[src/design/alhr_pkg.sv]
// Shared constants and types for the attitude level-hold regulator.
// No dependencies; used by attitude_level_hold_regulator.
package alhr_pkg;

  // default angle width, signed Q2.13 at 16 bits
  localparam int unsigned ANGLE_BITS_DEF = 16;

  // serial multiplier: one multiplier bit per cycle, 16-bit gain and alpha
  localparam int unsigned MULT_BITS = 16;
  localparam int unsigned CNT_W     = $clog2(MULT_BITS);

  // configuration channel
  localparam int unsigned CFG_IDX_W  = 3;
  localparam int unsigned CFG_DATA_W = 16;

  localparam logic [CFG_IDX_W-1:0] CFG_GAIN           = 3'd0;
  localparam logic [CFG_IDX_W-1:0] CFG_MAX_CORRECTION = 3'd1;
  localparam logic [CFG_IDX_W-1:0] CFG_MAX_COMMAND    = 3'd2;
  localparam logic [CFG_IDX_W-1:0] CFG_MIN_CONTACTS   = 3'd3;
  localparam logic [CFG_IDX_W-1:0] CFG_MIN_MARGIN     = 3'd4;
  localparam logic [CFG_IDX_W-1:0] CFG_FILTER_ALPHA   = 3'd5;

  // register reset values
  localparam logic [15:0]        GAIN_RST           = 16'd19661;
  localparam logic [14:0]        MAX_CORRECTION_RST = 15'd1475;
  localparam logic [14:0]        MAX_COMMAND_RST    = 15'd2458;
  localparam logic [2:0]         MIN_CONTACTS_RST   = 3'd3;
  localparam logic signed [15:0] MIN_MARGIN_RST     = 16'sd100;
  localparam logic [15:0]        FILTER_ALPHA_RST   = 16'd8192;

  // tuser bit positions on the input side
  localparam int unsigned U_ROLL_SP_OK   = 0;
  localparam int unsigned U_PITCH_SP_OK  = 1;
  localparam int unsigned U_ROLL_MS_OK   = 2;
  localparam int unsigned U_PITCH_MS_OK  = 3;
  localparam int unsigned U_POSE_MEAS    = 4;
  localparam int unsigned U_POSE_INFER   = 5;
  localparam int unsigned IN_USER_W      = 6;

  typedef enum logic [2:0] {
    ST_IDLE,
    ST_FILT,
    ST_FUPD,
    ST_HLOAD,
    ST_HOLD,
    ST_CORR,
    ST_CMD
  } alhr_state_e;

endpackage

[src/design/attitude_level_hold_regulator.sv]
// Attitude level-hold regulator: low-pass attitude estimate plus clamped
// proportional correction, built around a pair of bit-serial multipliers.
// Depends on alhr_pkg.
//
//   channel   direction  handshake              payload
//   s_axis    in         tvalid/tready          tdata: setpoints, measurements,
//                                               contacts, margin; tuser: flags
//   m_axis    out        tvalid/tready          tdata: commands; tuser: hold
//   cfg       in         cfg_valid/cfg_ready    cfg_index, cfg_data
//
// The result is loaded into the output register after two 16-step shift-add
// multiplies, one multiplier bit per cycle, both axes in parallel lanes: the
// filter blend, then the filter update and gain load, then the gain multiply,
// then clamp and command. A new word is taken only while the sequencer is
// idle; the output register lets the next word start while the previous
// result waits. If the previous result is still not taken at the end, the
// sequencer holds in its last step.
// Reset (async, active low) restores the register defaults, clears the
// filter state and marks the filter unseeded. cfg_ready is always high.
module attitude_level_hold_regulator #(
  parameter int unsigned ANGLE_BITS = alhr_pkg::ANGLE_BITS_DEF
) (
  input  logic                                clk_i,
  input  logic                                rst_ni,
  // in word
  input  logic                                s_axis_tvalid_i,
  output logic                                s_axis_tready_o,
  // tdata, low bit up: roll request, pitch request, roll measured,
  // pitch measured, contact count, stability margin, zero pad
  input  logic [((4*ANGLE_BITS+19+7)/8)*8-1:0] s_axis_tdata_i,
  // tuser, low bit up: roll request ok, pitch request ok, roll measured ok,
  // pitch measured ok, pose measured, pose inferred
  input  logic [alhr_pkg::IN_USER_W-1:0]      s_axis_tuser_i,
  // out word
  output logic                                m_axis_tvalid_o,
  input  logic                                m_axis_tready_i,
  // tdata, low bit up: roll command, pitch command, zero pad
  output logic [((2*ANGLE_BITS+7)/8)*8-1:0]   m_axis_tdata_o,
  // tuser: hold_active
  output logic                                m_axis_tuser_o,
  // configuration writes
  input  logic                                cfg_valid_i,
  output logic                                cfg_ready_o,
  input  logic [alhr_pkg::CFG_IDX_W-1:0]      cfg_index_i,
  input  logic [alhr_pkg::CFG_DATA_W-1:0]     cfg_data_i
);

  localparam int unsigned A     = ANGLE_BITS;
  localparam int unsigned OUT_W = ((2*A+7)/8)*8;
  // width for correction and command math; must hold the 15-bit limits too
  localparam int unsigned CW    = (A+4 > 17) ? A+4 : 17;
  localparam logic [alhr_pkg::CNT_W-1:0] CNT_LAST =
    alhr_pkg::CNT_W'(alhr_pkg::MULT_BITS-1);

  // ---------------------------------------------------------------- config
  logic [15:0]        gain_q;
  logic [14:0]        max_corr_q;
  logic [14:0]        max_cmd_q;
  logic [2:0]         min_cont_q;
  logic signed [15:0] min_margin_q;
  logic [15:0]        alpha_q;

  assign cfg_ready_o = 1'b1;

  always_ff @(posedge clk_i or negedge rst_ni) begin
    if (!rst_ni) begin
      gain_q       <= alhr_pkg::GAIN_RST;
      max_corr_q   <= alhr_pkg::MAX_CORRECTION_RST;
      max_cmd_q    <= alhr_pkg::MAX_COMMAND_RST;
      min_cont_q   <= alhr_pkg::MIN_CONTACTS_RST;
      min_margin_q <= alhr_pkg::MIN_MARGIN_RST;
      alpha_q      <= alhr_pkg::FILTER_ALPHA_RST;
    end else if (cfg_valid_i) begin
      case (cfg_index_i)
        alhr_pkg::CFG_GAIN:           gain_q       <= cfg_data_i;
        alhr_pkg::CFG_MAX_CORRECTION: max_corr_q   <= cfg_data_i[14:0];
        alhr_pkg::CFG_MAX_COMMAND:    max_cmd_q    <= cfg_data_i[14:0];
        alhr_pkg::CFG_MIN_CONTACTS:   min_cont_q   <= cfg_data_i[2:0];
        alhr_pkg::CFG_MIN_MARGIN:     min_margin_q <= $signed(cfg_data_i);
        alhr_pkg::CFG_FILTER_ALPHA:   alpha_q      <= cfg_data_i;
        default: ;
      endcase
    end
  end

  // ---------------------------------------------------------------- sequencer
  alhr_pkg::alhr_state_e state_q, state_d;
  logic [alhr_pkg::CNT_W-1:0] cnt_q;
  logic                       out_vld_q;
  logic                       accept;
  logic                       out_load;

  assign s_axis_tready_o = (state_q == alhr_pkg::ST_IDLE);
  assign accept          = s_axis_tvalid_i && s_axis_tready_o;

  always_comb begin
    state_d  = state_q;
    out_load = 1'b0;
    case (state_q)
      alhr_pkg::ST_IDLE:  if (s_axis_tvalid_i) state_d = alhr_pkg::ST_FILT;
      alhr_pkg::ST_FILT:  if (cnt_q == CNT_LAST) state_d = alhr_pkg::ST_FUPD;
      alhr_pkg::ST_FUPD:  state_d = alhr_pkg::ST_HLOAD;
      alhr_pkg::ST_HLOAD: state_d = alhr_pkg::ST_HOLD;
      alhr_pkg::ST_HOLD:  if (cnt_q == CNT_LAST) state_d = alhr_pkg::ST_CORR;
      alhr_pkg::ST_CORR:  state_d = alhr_pkg::ST_CMD;
      alhr_pkg::ST_CMD: begin
        if (!out_vld_q || m_axis_tready_i) begin
          out_load = 1'b1;
          state_d  = alhr_pkg::ST_IDLE;
        end
      end
      default: state_d = alhr_pkg::ST_IDLE;
    endcase
  end

  always_ff @(posedge clk_i or negedge rst_ni) begin
    if (!rst_ni) begin
      state_q <= alhr_pkg::ST_IDLE;
    end else begin
      state_q <= state_d;
    end
  end

  // ---------------------------------------------------------------- input decode
  logic signed [A-1:0] in_sp[2];
  logic signed [A-1:0] in_ms[2];
  logic [2:0]          in_cont;
  logic signed [15:0]  in_margin;
  logic                in_enable;

  always_comb begin
    in_sp[0]  = s_axis_tuser_i[alhr_pkg::U_ROLL_SP_OK]  ? s_axis_tdata_i[A-1:0]     : '0;
    in_sp[1]  = s_axis_tuser_i[alhr_pkg::U_PITCH_SP_OK] ? s_axis_tdata_i[2*A-1:A]   : '0;
    in_ms[0]  = s_axis_tuser_i[alhr_pkg::U_ROLL_MS_OK]  ? s_axis_tdata_i[3*A-1:2*A] : '0;
    in_ms[1]  = s_axis_tuser_i[alhr_pkg::U_PITCH_MS_OK] ? s_axis_tdata_i[4*A-1:3*A] : '0;
    in_cont   = s_axis_tdata_i[4*A+2:4*A];
    in_margin = $signed(s_axis_tdata_i[4*A+18:4*A+3]);
    // measured pose holds on its own; inferred pose needs adequate support
    in_enable = s_axis_tuser_i[alhr_pkg::U_POSE_MEAS] ||
                (s_axis_tuser_i[alhr_pkg::U_POSE_INFER] &&
                 (in_cont >= min_cont_q) && (in_margin >= min_margin_q));
  end

  // ---------------------------------------------------------------- lanes
  // lane 0 is roll, lane 1 is pitch
  logic signed [A-1:0]   sp_q[2];
  logic signed [A-1:0]   ms_q[2];
  logic signed [A-1:0]   filt_q[2];
  logic                  seeded_q;
  logic                  en_q;
  logic signed [A:0]     d_q[2];      // multiplicand: difference
  logic signed [A+1:0]   acc_q[2];    // high part of running product
  logic                  lsb_q[2];    // last bit shifted out
  logic [alhr_pkg::MULT_BITS-1:0] mbits_q;
  logic signed [CW-1:0]  corr_q[2];
  logic signed [A-1:0]   cmd_q[2];
  logic                  hold_q;

  logic signed [A+2:0]   step_sum[2];
  logic signed [A+2:0]   quot[2];     // floor(product / 2^15)
  logic signed [A+3:0]   fsum[2];
  logic signed [A-1:0]   fsat[2];
  logic signed [A:0]     in_diff[2];
  logic signed [A:0]     hold_diff[2];
  logic signed [CW-1:0]  q_ext[2];
  logic signed [CW-1:0]  lim_corr;
  logic signed [CW-1:0]  corr_clamp[2];
  logic signed [CW:0]    csum[2];
  logic signed [CW:0]    lim_cmd;
  logic signed [CW:0]    cclamp[2];
  logic signed [A-1:0]   csat[2];

  always_comb begin
    lim_corr = $signed({{(CW-15){1'b0}}, max_corr_q});
    lim_cmd  = $signed({{(CW+1-15){1'b0}}, max_cmd_q});
    for (int l = 0; l < 2; l++) begin
      // one shift-add step of the serial multiplier
      step_sum[l] = {acc_q[l][A+1], acc_q[l]} +
                    (mbits_q[0] ? {{2{d_q[l][A]}}, d_q[l]} : '0);
      quot[l]     = {acc_q[l], lsb_q[l]};

      // filter update with saturation to the angle range
      fsum[l] = {{4{filt_q[l][A-1]}}, filt_q[l]} + {quot[l][A+2], quot[l]};
      if (fsum[l][A+3:A-1] == '0 || fsum[l][A+3:A-1] == '1) begin
        fsat[l] = fsum[l][A-1:0];
      end else begin
        fsat[l] = {fsum[l][A+3], {(A-1){~fsum[l][A+3]}}};
      end

      in_diff[l]   = {in_ms[l][A-1], in_ms[l]} - {filt_q[l][A-1], filt_q[l]};
      hold_diff[l] = {sp_q[l][A-1], sp_q[l]} - {filt_q[l][A-1], filt_q[l]};

      // correction clamp
      q_ext[l] = CW'(quot[l]);
      if (q_ext[l] > lim_corr) begin
        corr_clamp[l] = lim_corr;
      end else if (q_ext[l] < -lim_corr) begin
        corr_clamp[l] = -lim_corr;
      end else begin
        corr_clamp[l] = q_ext[l];
      end

      // command clamp, then saturate to the angle range
      csum[l] = (CW+1)'(sp_q[l]) + {corr_q[l][CW-1], corr_q[l]};
      if (csum[l] > lim_cmd) begin
        cclamp[l] = lim_cmd;
      end else if (csum[l] < -lim_cmd) begin
        cclamp[l] = -lim_cmd;
      end else begin
        cclamp[l] = csum[l];
      end
      if (cclamp[l][CW:A-1] == '0 || cclamp[l][CW:A-1] == '1) begin
        csat[l] = cclamp[l][A-1:0];
      end else begin
        csat[l] = {cclamp[l][CW], {(A-1){~cclamp[l][CW]}}};
      end
    end
  end

  // filter state and seed flag
  always_ff @(posedge clk_i or negedge rst_ni) begin
    if (!rst_ni) begin
      filt_q[0] <= '0;
      filt_q[1] <= '0;
      seeded_q  <= 1'b0;
    end else if (state_q == alhr_pkg::ST_FUPD) begin
      seeded_q <= 1'b1;
      for (int l = 0; l < 2; l++) begin
        filt_q[l] <= seeded_q ? fsat[l] : ms_q[l];
      end
    end
  end

  // datapath payload
  always_ff @(posedge clk_i) begin
    case (state_q)
      alhr_pkg::ST_IDLE: begin
        if (accept) begin
          en_q    <= in_enable;
          mbits_q <= alpha_q;
          cnt_q   <= '0;
          for (int l = 0; l < 2; l++) begin
            sp_q[l]  <= in_sp[l];
            ms_q[l]  <= in_ms[l];
            d_q[l]   <= in_diff[l];
            acc_q[l] <= '0;
            lsb_q[l] <= 1'b0;
          end
        end
      end
      alhr_pkg::ST_FILT, alhr_pkg::ST_HOLD: begin
        mbits_q <= mbits_q >> 1;
        cnt_q   <= cnt_q + 1'b1;
        for (int l = 0; l < 2; l++) begin
          acc_q[l] <= step_sum[l][A+2:1];
          lsb_q[l] <= step_sum[l][0];
        end
      end
      alhr_pkg::ST_HLOAD: begin
        mbits_q <= gain_q;
        cnt_q   <= '0;
        for (int l = 0; l < 2; l++) begin
          d_q[l]   <= hold_diff[l];
          acc_q[l] <= '0;
          lsb_q[l] <= 1'b0;
        end
      end
      alhr_pkg::ST_CORR: begin
        for (int l = 0; l < 2; l++) begin
          corr_q[l] <= corr_clamp[l];
        end
      end
      alhr_pkg::ST_CMD: begin
        if (out_load) begin
          hold_q <= en_q;
          for (int l = 0; l < 2; l++) begin
            cmd_q[l] <= en_q ? csat[l] : sp_q[l];
          end
        end
      end
      default: ;
    endcase
  end

  // ---------------------------------------------------------------- output
  always_ff @(posedge clk_i or negedge rst_ni) begin
    if (!rst_ni) begin
      out_vld_q <= 1'b0;
    end else if (out_load) begin
      out_vld_q <= 1'b1;
    end else if (m_axis_tready_i) begin
      out_vld_q <= 1'b0;
    end
  end

  assign m_axis_tvalid_o = out_vld_q;
  assign m_axis_tdata_o  = OUT_W'({cmd_q[1], cmd_q[0]});
  assign m_axis_tuser_o  = hold_q;

endmodule

[config.mk]
export PLATFORM = sky130hd
export DESIGN_NAME = attitude_level_hold_regulator
export DESIGN_NICKNAME = d
export VERILOG_FILES = /design/src/design/alhr_pkg.sv /design/src/design/attitude_level_hold_regulator.sv
export SDC_FILE = /design/constraint.sdc
export NUM_CORES = 1
export LEC_CHECK = 0
export BUFFER_PORTS_ARGS = -buffer_cell sky130_fd_sc_hd__buf_2
export CAP_MARGIN = 20
export CELL_PAD_IN_SITES_DETAIL_PLACEMENT = 0
export CELL_PAD_IN_SITES_GLOBAL_PLACEMENT = 1
export CORE_ASPECT_RATIO = 0.7
export CORE_MARGIN = 3
export CORE_UTILIZATION = 49
export CTS_CLUSTER_SIZE = 14
export DETAILED_ROUTE_END_ITERATION = 8
export PLACE_DENSITY = 0.86
export SLEW_MARGIN = 20
export SYNTH_ARGS = -nofsm -noshare
export SYNTH_HDL_FRONTEND = slang
export SYNTH_SLANG_ARGS = --single-unit
[constraint.sdc]
create_clock -name clk_i -period 6.3 [get_ports clk_i]
set_input_delay 0.63 -clock clk_i [delete_from_list [all_inputs] [get_ports clk_i]]
set_output_delay 0.63 -clock clk_i [all_outputs]
set_load 0.02 [all_outputs]
==> flow_metrics.env, run 1 <==
export IMPL_status="finished clean"
export IMPL_via_per_inst=6.16
export IMPL_period_share_pct=93.6
export IMPL_finalSetupViolCount=0
export IMPL_max_freq_ghz=0.170
export IMPL_synthTopCellsByCount="ha_1, edfxtp_1, nand2_1"
export IMPL_synthTopCellsByArea="edfxtp_1, ha_1, dfrtp_1"
export IMPL_port_buffers=147
export IMPL_ctsHoldBuffers=0
export IMPL_fin_nets=3412
export IMPL_r2r_slack_ps=400
export IMPL_slew_headroom_pct=31.9
export IMPL_root_buffer="clkbuf_16"
export IMPL_worstPathRequired_ps=6600
export IMPL_crit_path_top_delay_cell="edfxtp_1"
export IMPL_cts_buffers=39
export IMPL_fin_area_um2=29800
export IMPL_core_um2=53100
export IMPL_cpPeakStageDelay_ps=420
export IMPL_ys_types=97
export IMPL_worst_slew_pin_slew_ps=1020
export IMPL_die_w_um=285
export IMPL_crit_arrival_ps=6200
export IMPL_gp_congestion=0.946
export IMPL_grt_pass1_wl_um=131000
export IMPL_p_per_area_nw_per_um2=588
export IMPL_synth_area_per_cell_um2=9.45
export IMPL_htree_levels=2
export IMPL_clock_latency_ps=590
export IMPL_die_area_um2=57400
export IMPL_grt_usage_pct=29.3
export IMPL_synth_edf_count=230
export IMPL_wl_per_cell_um=23.1
export IMPL_die_y_um=201
export IMPL_drtIter0Drc=2264
export IMPL_cp_max_fo=4
export IMPL_cts_sinks=348
export IMPL_io_pins=154
export IMPL_slew_violations=0
export IMPL_area_growth_pct=11.5
export IMPL_postCtsSetupRepairBufs=0
export IMPL_dp_slack_ps=511
export IMPL_cts_path_max_buffers=3
export IMPL_rsz0062_at_grt="no"
export IMPL_max_cap_violations=0
export IMPL_min_period_ps=5900
export IMPL_synth_most_common_cell="ha_1"
export IMPL_antenna_found_initial=7
export IMPL_drive_gt1_share_pct=14.4
export IMPL_critical_path_endpoint_type="flop"
export IMPL_hold_path_class="in -> async"
export IMPL_async_flop_share_pct=33.9
export IMPL_synthFlopType="edfxtp_1"
export IMPL_critPathLaunchType="flop"
export IMPL_cts_tree="done"
export IMPL_yosysSeqAreaShare_pct=37.0
export IMPL_vias=23000
export IMPL_synth_top_area_share_pct=25.8
export IMPL_ir_drop_mv=0.266
export IMPL_synth_cells=2828
export IMPL_grt_max_degree=69
export IMPL_hold_ws_ps=34.7
export IMPL_fin_skew_ps=28.1
export IMPL_place_area_um2=28500
export IMPL_final_hold_viol_count=0
export IMPL_r2r_cells=25
export IMPL_worstReg2RegEnd="cmd_q[0][30]$_DFFE_PP_"
export IMPL_ys_warn_count=0
export IMPL_synth_area_um2=26700
export IMPL_drc=0
export IMPL_crit_type="reg -> reg"
export IMPL_clkTransAtPathRegs_ps=70
export IMPL_fin_setup_tns_ps=0
export IMPL_grt_pass1_vias=21900
export IMPL_gr_total_overflow=0
export IMPL_firstDrtPassIters=6
export IMPL_syn_nets=3259
export IMPL_start_util_pct=50.4
export IMPL_yosys_area_top_type="edfxtp_1"
export IMPL_rows=70
export IMPL_ys_ff_latch=348
export IMPL_hpwl_um=66400
export IMPL_wl_um=86200
export IMPL_setup_ws_ps=402
export IMPL_cts_resized_gates=0
export IMPL_r2r_start="sp_q[0][16]$_SDFFCE_PN0P_"
export IMPL_leakage_nw=12.8
export IMPL_ant_nets=0
[cell usage in the layout (no fill, tap or decap), drive strengths merged, types with 17 or more instances in the layout]
master / netlist / routed
a211oi: 51 / 51
a21o: 63 / 63
a21oi: 159 / 159
a221oi: 39 / 39
and2: 115 / 115
and3: 20 / 20
buf: 21 / 211
clkbuf: 78 / 50
dfrtp: 92 / 92
dfstp: 26 / 26
edfxtp: 230 / 230
ha: 305 / 305
inv: 179 / 181
mux2: 69 / 69
mux2i: 23 / 23
nand2: 215 / 215
nand2b: 38 / 38
nand3: 72 / 72
nand4: 22 / 22
nor2: 213 / 213
nor2b: 40 / 40
nor3: 65 / 65
o21a: 47 / 47
o21ai: 209 / 209
o221ai: 17 / 17
o22ai: 24 / 24
or3: 47 / 47
xnor2: 90 / 90
xor2: 32 / 32
[routing by layer]
metal,GRT usage [%],up-vias,wire length (um)
li1,-,10700,-
met1,44.1,11300,40400
met2,43.5,839,36400
met3,5.12,112,7340
met4,7.76,0,2090
met5,0,-,0
[state kept, by name (all words and copies together), names as in the netlist, 3 cells and up]
| name | flops |
|---|---|
| corr_q | 40 |
| acc_q | 36 |
| d_q | 34 |
| cmd_q | 32 |
| filt_q | 32 |
| ms_q | 32 |
| sp_q | 32 |
| alpha_q | 16 |
| gain_q | 16 |
| mbits_q | 16 |
| min_margin_q | 16 |
| max_cmd_q | 15 |
| max_corr_q | 15 |
| cnt_q | 4 |
| min_cont_q | 3 |
| state_q | 3 |
[cells by family (layout without fill, tap and decap cells)]
| logic type | count (synthesis) | count (layout) | share of synthesized area, % |
|---|---|---|---|
| flops | 348 | 348 | 37.0 |
| xor+xnor | 122 | 122 | 4.00 |
| other cells | 1 | 3 | 0.0140 |
| compound gates | 763 | 763 | 18.9 |
| mux | 92 | 92 | 3.77 |
| fa+ha+maj | 313 | 313 | 14.9 |
| buf+inv | 281 | 465 | 4.13 |
| simple gates | 908 | 908 | 17.3 |
[worst max-delay path: cells and delay by family (launching register included)]
family,cells,cell delay (ps)
xor gates and xnor gates,1,310
AOI/OAI and AO/OA,11,2350
adders and majority gates,3,850
and+or+nand+nor,6,1070
muxes,1,170
DFF,1,420
buffers and inverters,3,450
[worst max path at each step]
stage	start	to
after floorplan	sp_q[0][16]$_SDFFCE_PN0P_	cmd_q[0][16]$_DFFE_PP_
after global routing	sp_q[0][16]$_SDFFCE_PN0P_	cmd_q[0][29]$_DFFE_PP_
after CTS	sp_q[0][16]$_SDFFCE_PN0P_	cmd_q[0][30]$_DFFE_PP_
after global placement	sp_q[0][23]$_SDFFCE_PN0P_	cmd_q[0][29]$_DFFE_PP_
after detailed placement	sp_q[0][16]$_SDFFCE_PN0P_	cmd_q[0][20]$_DFFE_PP_
final	sp_q[0][16]$_SDFFCE_PN0P_	cmd_q[0][30]$_DFFE_PP_
[metrics by stage]
stage / power, mW / cells / utilization [%]
2_1_floorplan: 11.9 / 2828 / -
3_3_place_gp: 14.6 / 3658 / 53.7
3_5_place_dp: 15.0 / 3659 / 53.8
4_1_cts: 17.4 / 3731 / 56.2
5_1_grt: 18.9 / 3732 / 56.2
6_report: 17.5 / 3734 / 56.2
[where the power goes]
group          total (mW)  internal [mW]  switching [mW]
Clock                2.33           1.29            1.05
Combinational        10.8           4.29            6.47
Sequential           4.44           3.67           0.772
Total                17.5           9.24            8.28
[layout make-up]
cell class	count	area (um^2)
antenna	2	5.00
clock buffer	50	1020
clock inverter	22	250
fill	4745	23300
inverter	182	683
multi-input combinational	2199	15800
sequential	348	9890
tap	720	901
timing repair buffer	211	1240
No activity file was read; power rests on OpenSTA's default activity.
==> inputs of run 2 (changes only) <==
--- a/config.mk
+++ b/config.mk
@@ -14,6 +14,7 @@
 export CORE_UTILIZATION = 49
 export CTS_CLUSTER_SIZE = 14
 export DETAILED_ROUTE_END_ITERATION = 8
+export MAX_ROUTING_LAYER = met4
 export PLACE_DENSITY = 0.86
 export SLEW_MARGIN = 20
 export SYNTH_ARGS = -nofsm -noshare
==> run 2 against run 1 <==
- clock power increased by 2%
- highest routed layer unchanged
- register-to-register slack better by 30 ps
- clock skew decreased by 12 ps
- final cell count is 0.19% lower
- core utilization about the same
- worst setup slack better by 30 ps
- die area unchanged
- non-clock buffer count decreased by 6
- routed wire length rose by 0.53%
==> flow_metrics.env, run 2 (synthesis results as in run 1) <==
export IMPL_status="finished clean"
export IMPL_vias=22800
export IMPL_place_area_um2=28500
export IMPL_port_buffers=147
export IMPL_ctsHoldBuffers=0
export IMPL_final_cell_mix="ha_1, edfxtp_1, nand2_1"
export IMPL_htree_levels=2
export IMPL_max_freq_ghz=0.170
export IMPL_drc=0
export IMPL_clock_power_share_pct=13.5
export IMPL_wl_per_cell_um=23.3
export IMPL_fin_nets=3406
export IMPL_worstPathRequired_ps=6600
export IMPL_hpwl_um=66900
export IMPL_cts_sinks=348
export IMPL_drtIter0Drc=2474
export IMPL_gr_total_overflow=0
export IMPL_cp_max_fo=15
export IMPL_fin_skew_ps=16.0
export IMPL_cts_resized_gates=0
export IMPL_leakage_nw=12.8
export IMPL_start_util_pct=50.4
export IMPL_area_growth_pct=11.6
export IMPL_multiInputGateArea_um2=15800
export IMPL_min_period_ps=5870
export IMPL_final_common_cell="ha_1"
export IMPL_p_sw_mw=8.29
export IMPL_firstDrtPassIters=6
export IMPL_grt_usage_pct=30.7
export IMPL_via_per_inst=6.11
export IMPL_p_per_area_nw_per_um2=590
export IMPL_grt_pass1_wl_um=132000
export IMPL_io_pins=154
export IMPL_ant_nets=0
export IMPL_reg_top3="corr_q x40, acc_q x36, d_q x34"
export IMPL_cts_tree="done"
export IMPL_critPathLaunchType="flop"
export IMPL_p_seq_share_pct=25.1
export IMPL_antenna_found_initial=10
export IMPL_critical_path_endpoint_type="flop"
export IMPL_slew_headroom_pct=29.4
export IMPL_combPwrFrac_pct=61.3
export IMPL_die_y_um=201
export IMPL_grt_pass1_vias=21900
export IMPL_die_area_um2=57400
export IMPL_internal_power_mw=9.32
export IMPL_cts_path_max_buffers=3
export IMPL_fin_area_um2=29800
export IMPL_switching_share_pct=47.1
export IMPL_max_cap_violations=0
export IMPL_hold_path_class="in -> async"
export IMPL_fin_setup_tns_ps=0
export IMPL_grt_max_degree=49
export IMPL_largest_reg_flops=40
export IMPL_fillCellCount=4725
export IMPL_clkTransAtPathRegs_ps=70
export IMPL_core_um2=53100
export IMPL_drive_gt1_share_pct=14.3
export IMPL_gp_congestion=1.01
export IMPL_seq_area_um2=9890
export IMPL_final_hold_viol_count=0
export IMPL_slew_violations=0
export IMPL_period_share_pct=93.1
export IMPL_wl_um=86700
export IMPL_crit_type="reg -> reg"
export IMPL_die_w_um=285
export IMPL_regMostFlops="corr_q"
export IMPL_cts_buffers=39
export IMPL_clock_latency_ps=570
export IMPL_root_buffer="clkbuf_16"
export IMPL_finalSetupViolCount=0
export IMPL_postCtsSetupRepairBufs=0
export IMPL_worst_slew_pin_slew_ps=1060
export IMPL_crit_arrival_ps=6170
export IMPL_rsz0062_at_grt="no"
export IMPL_ir_drop_mv=0.356
export IMPL_rows=70
-- run 2: cell types whose count changed in the layout (fill, tap and decap cells not counted), sizes merged --
cell,change
clkbuf,+5
clkinvlp,-7
diode,-1
inv,+2
buf,-6
-- run 2: critical path: stages, from the launching register on --
cell       delay (ps)
edfxtp_1          420
ha_1              230
inv_1              60
fa_1              400
nor2b_1           160
o2111a_1          220
a211oi_1           80
nor3b_2           420
nor2_1             70
o21ai_0           150
a21oi_1           100
xnor2_1           180
buf_4             180
ha_1              260
and2_1            150
a221o_1           160
o21ba_2           160
a21oi_1           270
a22oi_1           170
a221o_1           390
a311oi_2          450
buf_12            210
a21oi_1            70
o22ai_1           180
o2bb2ai_2         180
buf_12            180
o211ai_1          100
-- run 2: cell type report --
cell class | instances | area share (%)
diodes | 1 | 0.00839
clock buffers | 55 | 3.75
clock inverters | 17 | 0.608
inverters | 182 | 2.29
multi-input cells | 2199 | 53.1
flip-flops and latches | 348 | 33.2
well taps | 720 | 3.02
repair buffers | 205 | 4.10
-- run 2: layer usage --
metal,up-vias,track usage (%),routed length (um)
met5,-,-,0
met4,0,9.17,2830
met3,158,7.00,8120
met2,915,43.5,36000
met1,11000,43.7,39700
li1,10800,-,-
-- run 2: final timing paths --
kind                                           start                   endpoint  slack [ps]  depth (start not counted)
min in group clk_i                s_axis_tdata_i[14]  sp_q[0][14]$_SDFFCE_PN0P_         340                          2
max in group asynchronous                     rst_ni     alpha_q[4]$_DFFE_PN0P_        4960                          2
setup reg to reg           sp_q[0][16]$_SDFFCE_PN0P_     cmd_q[0][17]$_DFFE_PP_         430                         26
hold reg to reg                gain_q[4]$_DFFE_PN0P_      gain_q[4]$_DFFE_PN0P_         500                          1
setup / recovery           sp_q[0][16]$_SDFFCE_PN0P_     cmd_q[0][17]$_DFFE_PP_         430                         26
hold / removal                                rst_ni     filt_q[31]$_DFFE_PN0P_         120                          1
-- run 2: metrics by stage --
step | hold slack, ps | power (mW) | util, % | setup slack (ps) | cells
2_1_floorplan | 334 | 11.9 | - | 1130 | 2828
3_3_place_gp | 482 | 14.7 | 53.7 | 463 | 3652
3_5_place_dp | 488 | 15.0 | 53.7 | 521 | 3652
4_1_cts | 112 | 17.5 | 56.2 | 512 | 3724
5_1_grt | 143 | 19.1 | 56.2 | 102 | 3726
6_report | 116 | 17.6 | 56.2 | 432 | 3727
-- run 2: power by group through the flow --
stage	clock network (mW)	registers [mW]	logic (mW)
after floorplan	0	4.07	7.82
after global placement	0	4.45	10.2
after detailed placement	0	4.47	10.5
after CTS	2.43	4.43	10.6
after global routing	2.53	4.50	12.0
final	2.38	4.42	10.8
==> inputs of run 3 (changes only) <==
--- a/config.mk
+++ b/config.mk
@@ -16,6 +16,7 @@
 export DETAILED_ROUTE_END_ITERATION = 8
 export MAX_ROUTING_LAYER = met4
 export PLACE_DENSITY = 0.86
+export RECOVER_POWER = 25
 export SLEW_MARGIN = 20
 export SYNTH_ARGS = -nofsm -noshare
 export SYNTH_HDL_FRONTEND = slang
==> run 3 against run 2 <==
- the run now ends with max-capacitance violations, max-slew violations left
- sequential cell count stayed put
- clock skew hardly changed
- die area stayed put
- critical endpoint unchanged
- largest cell class unchanged
==> flow_metrics.env, run 3 (synthesis results as in run 1) <==
export IMPL_max_cap_violations=2
export IMPL_core_um2=53100
export IMPL_critical_path_endpoint_type="flop"
export IMPL_final_common_cell="ha_1"
export IMPL_fin_nets=3406
export IMPL_slew_violations=74
export IMPL_rsz0062_at_grt="no"
export IMPL_drc=0
export IMPL_grt_max_degree=49
export IMPL_critPathLaunchType="flop"
export IMPL_cts_resized_gates=0
export IMPL_wl_um=86700
export IMPL_r2r_start="sp_q[0][16]$_SDFFCE_PN0P_"
export IMPL_cp_max_fo=15
export IMPL_htree_levels=2
export IMPL_reg_top3="corr_q x40, acc_q x36, d_q x34"
export IMPL_cts_path_max_buffers=3
export IMPL_worstReg2RegEnd="cmd_q[0][17]$_DFFE_PP_"
export IMPL_status="finished, violations left"
export IMPL_gr_total_overflow=0
export IMPL_finalSetupViolCount=0
export IMPL_crit_path_top_delay_cell="a311oi_2"
export IMPL_r2r_slack_ps=410
export IMPL_largest_reg_flops=40
export IMPL_whs_path_depth=2
export IMPL_min_period_ps=5890
export IMPL_regMostFlops="corr_q"
export IMPL_hpwl_um=66900
export IMPL_insertedDiodeCount=0
export IMPL_port_buffers=147
export IMPL_worst_slew_pin_slew_ps=3160
export IMPL_final_hold_viol_count=0
export IMPL_clock_latency_ps=570
export IMPL_violations="max-capacitance violations, max-slew violations"
export IMPL_cpMostUsedCell="a21oi_1"
export IMPL_fin_area_um2=29800
export IMPL_leakage_nw=12.7
export IMPL_ir_drop_mv=0.356
export IMPL_antenna_found_initial=10
export IMPL_cp_num_buf_inv=4
export IMPL_max_freq_ghz=0.170
export IMPL_ant_nets=0
export IMPL_die_w_um=285
export IMPL_hold_path_class="in -> reg"
export IMPL_cpPeakStageDelay_ps=450
export IMPL_drive_gt1_share_pct=14.0
export IMPL_gp_congestion=1.01
export IMPL_period_share_pct=93.5
export IMPL_worstHoldStart="s_axis_tdata_i[14]"
export IMPL_rows=70
export IMPL_fin_setup_tns_ps=0
export IMPL_clkTransAtPathRegs_ps=70
export IMPL_vias=22800
export IMPL_place_area_um2=28500
export IMPL_slew_headroom_pct=-110
export IMPL_firstDrtPassIters=6
export IMPL_grt_usage_pct=30.7
export IMPL_cts_buffers=39
export IMPL_die_area_um2=57400
export IMPL_postCtsSetupRepairBufs=0
export IMPL_cp_top_family="compound AO/OA/AOI/OAI gates"
export IMPL_grt_pass1_vias=21900
export IMPL_io_pins=154
export IMPL_area_growth_pct=11.5
export IMPL_crit_type="reg -> reg"
export IMPL_wl_per_cell_um=23.3
export IMPL_hold_path_end="sp_q[0][14]$_SDFFCE_PN0P_"
export IMPL_ctsHoldBuffers=0
export IMPL_die_y_um=201
export IMPL_fin_skew_ps=16.0
export IMPL_crit_arrival_ps=6190
export IMPL_start_util_pct=50.4
export IMPL_worstPathRequired_ps=6600
export IMPL_cts_tree="done"
export IMPL_grt_pass1_wl_um=132000
export IMPL_cts_sinks=348
export IMPL_drtIter0Drc=2478
export IMPL_root_buffer="clkbuf_16"
export IMPL_r2r_cells=26
export IMPL_via_per_inst=6.11
export IMPL_final_cell_mix="ha_1, edfxtp_1, nand2_1"
export IMPL_p_per_area_nw_per_um2=591
## run 3: worst reg2reg max path, stage by stage, from the launching register on
cell,delay (ps)
edfxtp_1,420
ha_1,230
inv_1,70
fa_1,400
nor2b_1,160
o2111a_1,220
a211oi_1,80
nor3b_2,420
nor2_1,70
o21ai_0,150
a21oi_1,100
xnor2_1,180
buf_4,180
ha_1,260
and2_1,150
a221o_1,160
o21ba_2,160
a21oi_1,270
a22oi_1,170
a221o_1,400
a311oi_2,450
buf_12,210
a21oi_1,70
o22ai_1,180
o2bb2ai_2,180
buf_12,180
o211ai_1,100
## run 3: layout make-up
cell class,count,area [um^2]
fill,4733,23300
multi-input combinational,2199,15800
sequential,348,9890
timing repair buffer,205,1200
clock buffer,55,1120
tap,720,901
inverter,182,683
clock inverter,17,181
## run 3: where the power goes
part | internal (mW) | total, mW | switching [mW]
registers | 3.67 | 4.43 | 0.762
clock network | 1.37 | 2.39 | 1.01
logic | 4.28 | 10.8 | 6.52
total | 9.32 | 17.6 | 8.29
## run 3: stage by stage
step,hold slack [ps],worst slack (ps),power (mW),util (%),std cells
2_1_floorplan,334,1130,11.9,-,2828
3_3_place_gp,482,463,14.7,53.7,3652
3_5_place_dp,488,521,15.0,53.7,3652
4_1_cts,112,512,17.5,56.2,3724
5_1_grt,322,102,19.1,56.2,3726
6_report,343,411,17.6,56.2,3726
## run 3: how the worst max path moves through the flow
stage                              start                     end  slack [ps]  depth (start not counted)
6_report       sp_q[0][16]$_SDFFCE_PN0P_  cmd_q[0][17]$_DFFE_PP_         410                         26
4_1_cts        sp_q[0][16]$_SDFFCE_PN0P_  cmd_q[0][17]$_DFFE_PP_         510                         26
5_1_grt        sp_q[0][23]$_SDFFCE_PN0P_  cmd_q[0][17]$_DFFE_PP_         100                         24
3_5_place_dp   sp_q[0][16]$_SDFFCE_PN0P_  cmd_q[0][17]$_DFFE_PP_         520                         26
2_1_floorplan  sp_q[0][16]$_SDFFCE_PN0P_  cmd_q[0][16]$_DFFE_PP_        1130                         24
3_3_place_gp   sp_q[0][23]$_SDFFCE_PN0P_  cmd_q[0][17]$_DFFE_PP_         460                         24
## run 3: metal layers
metal  GRT usage (%)  share of wire (%)  vias up
met5               -                  0        -
met4            9.17                3.1        0
met3            7.00                9.6      152
met2            43.5                 42      912
met1            43.7                 46    11000
li1                -                  -    10700
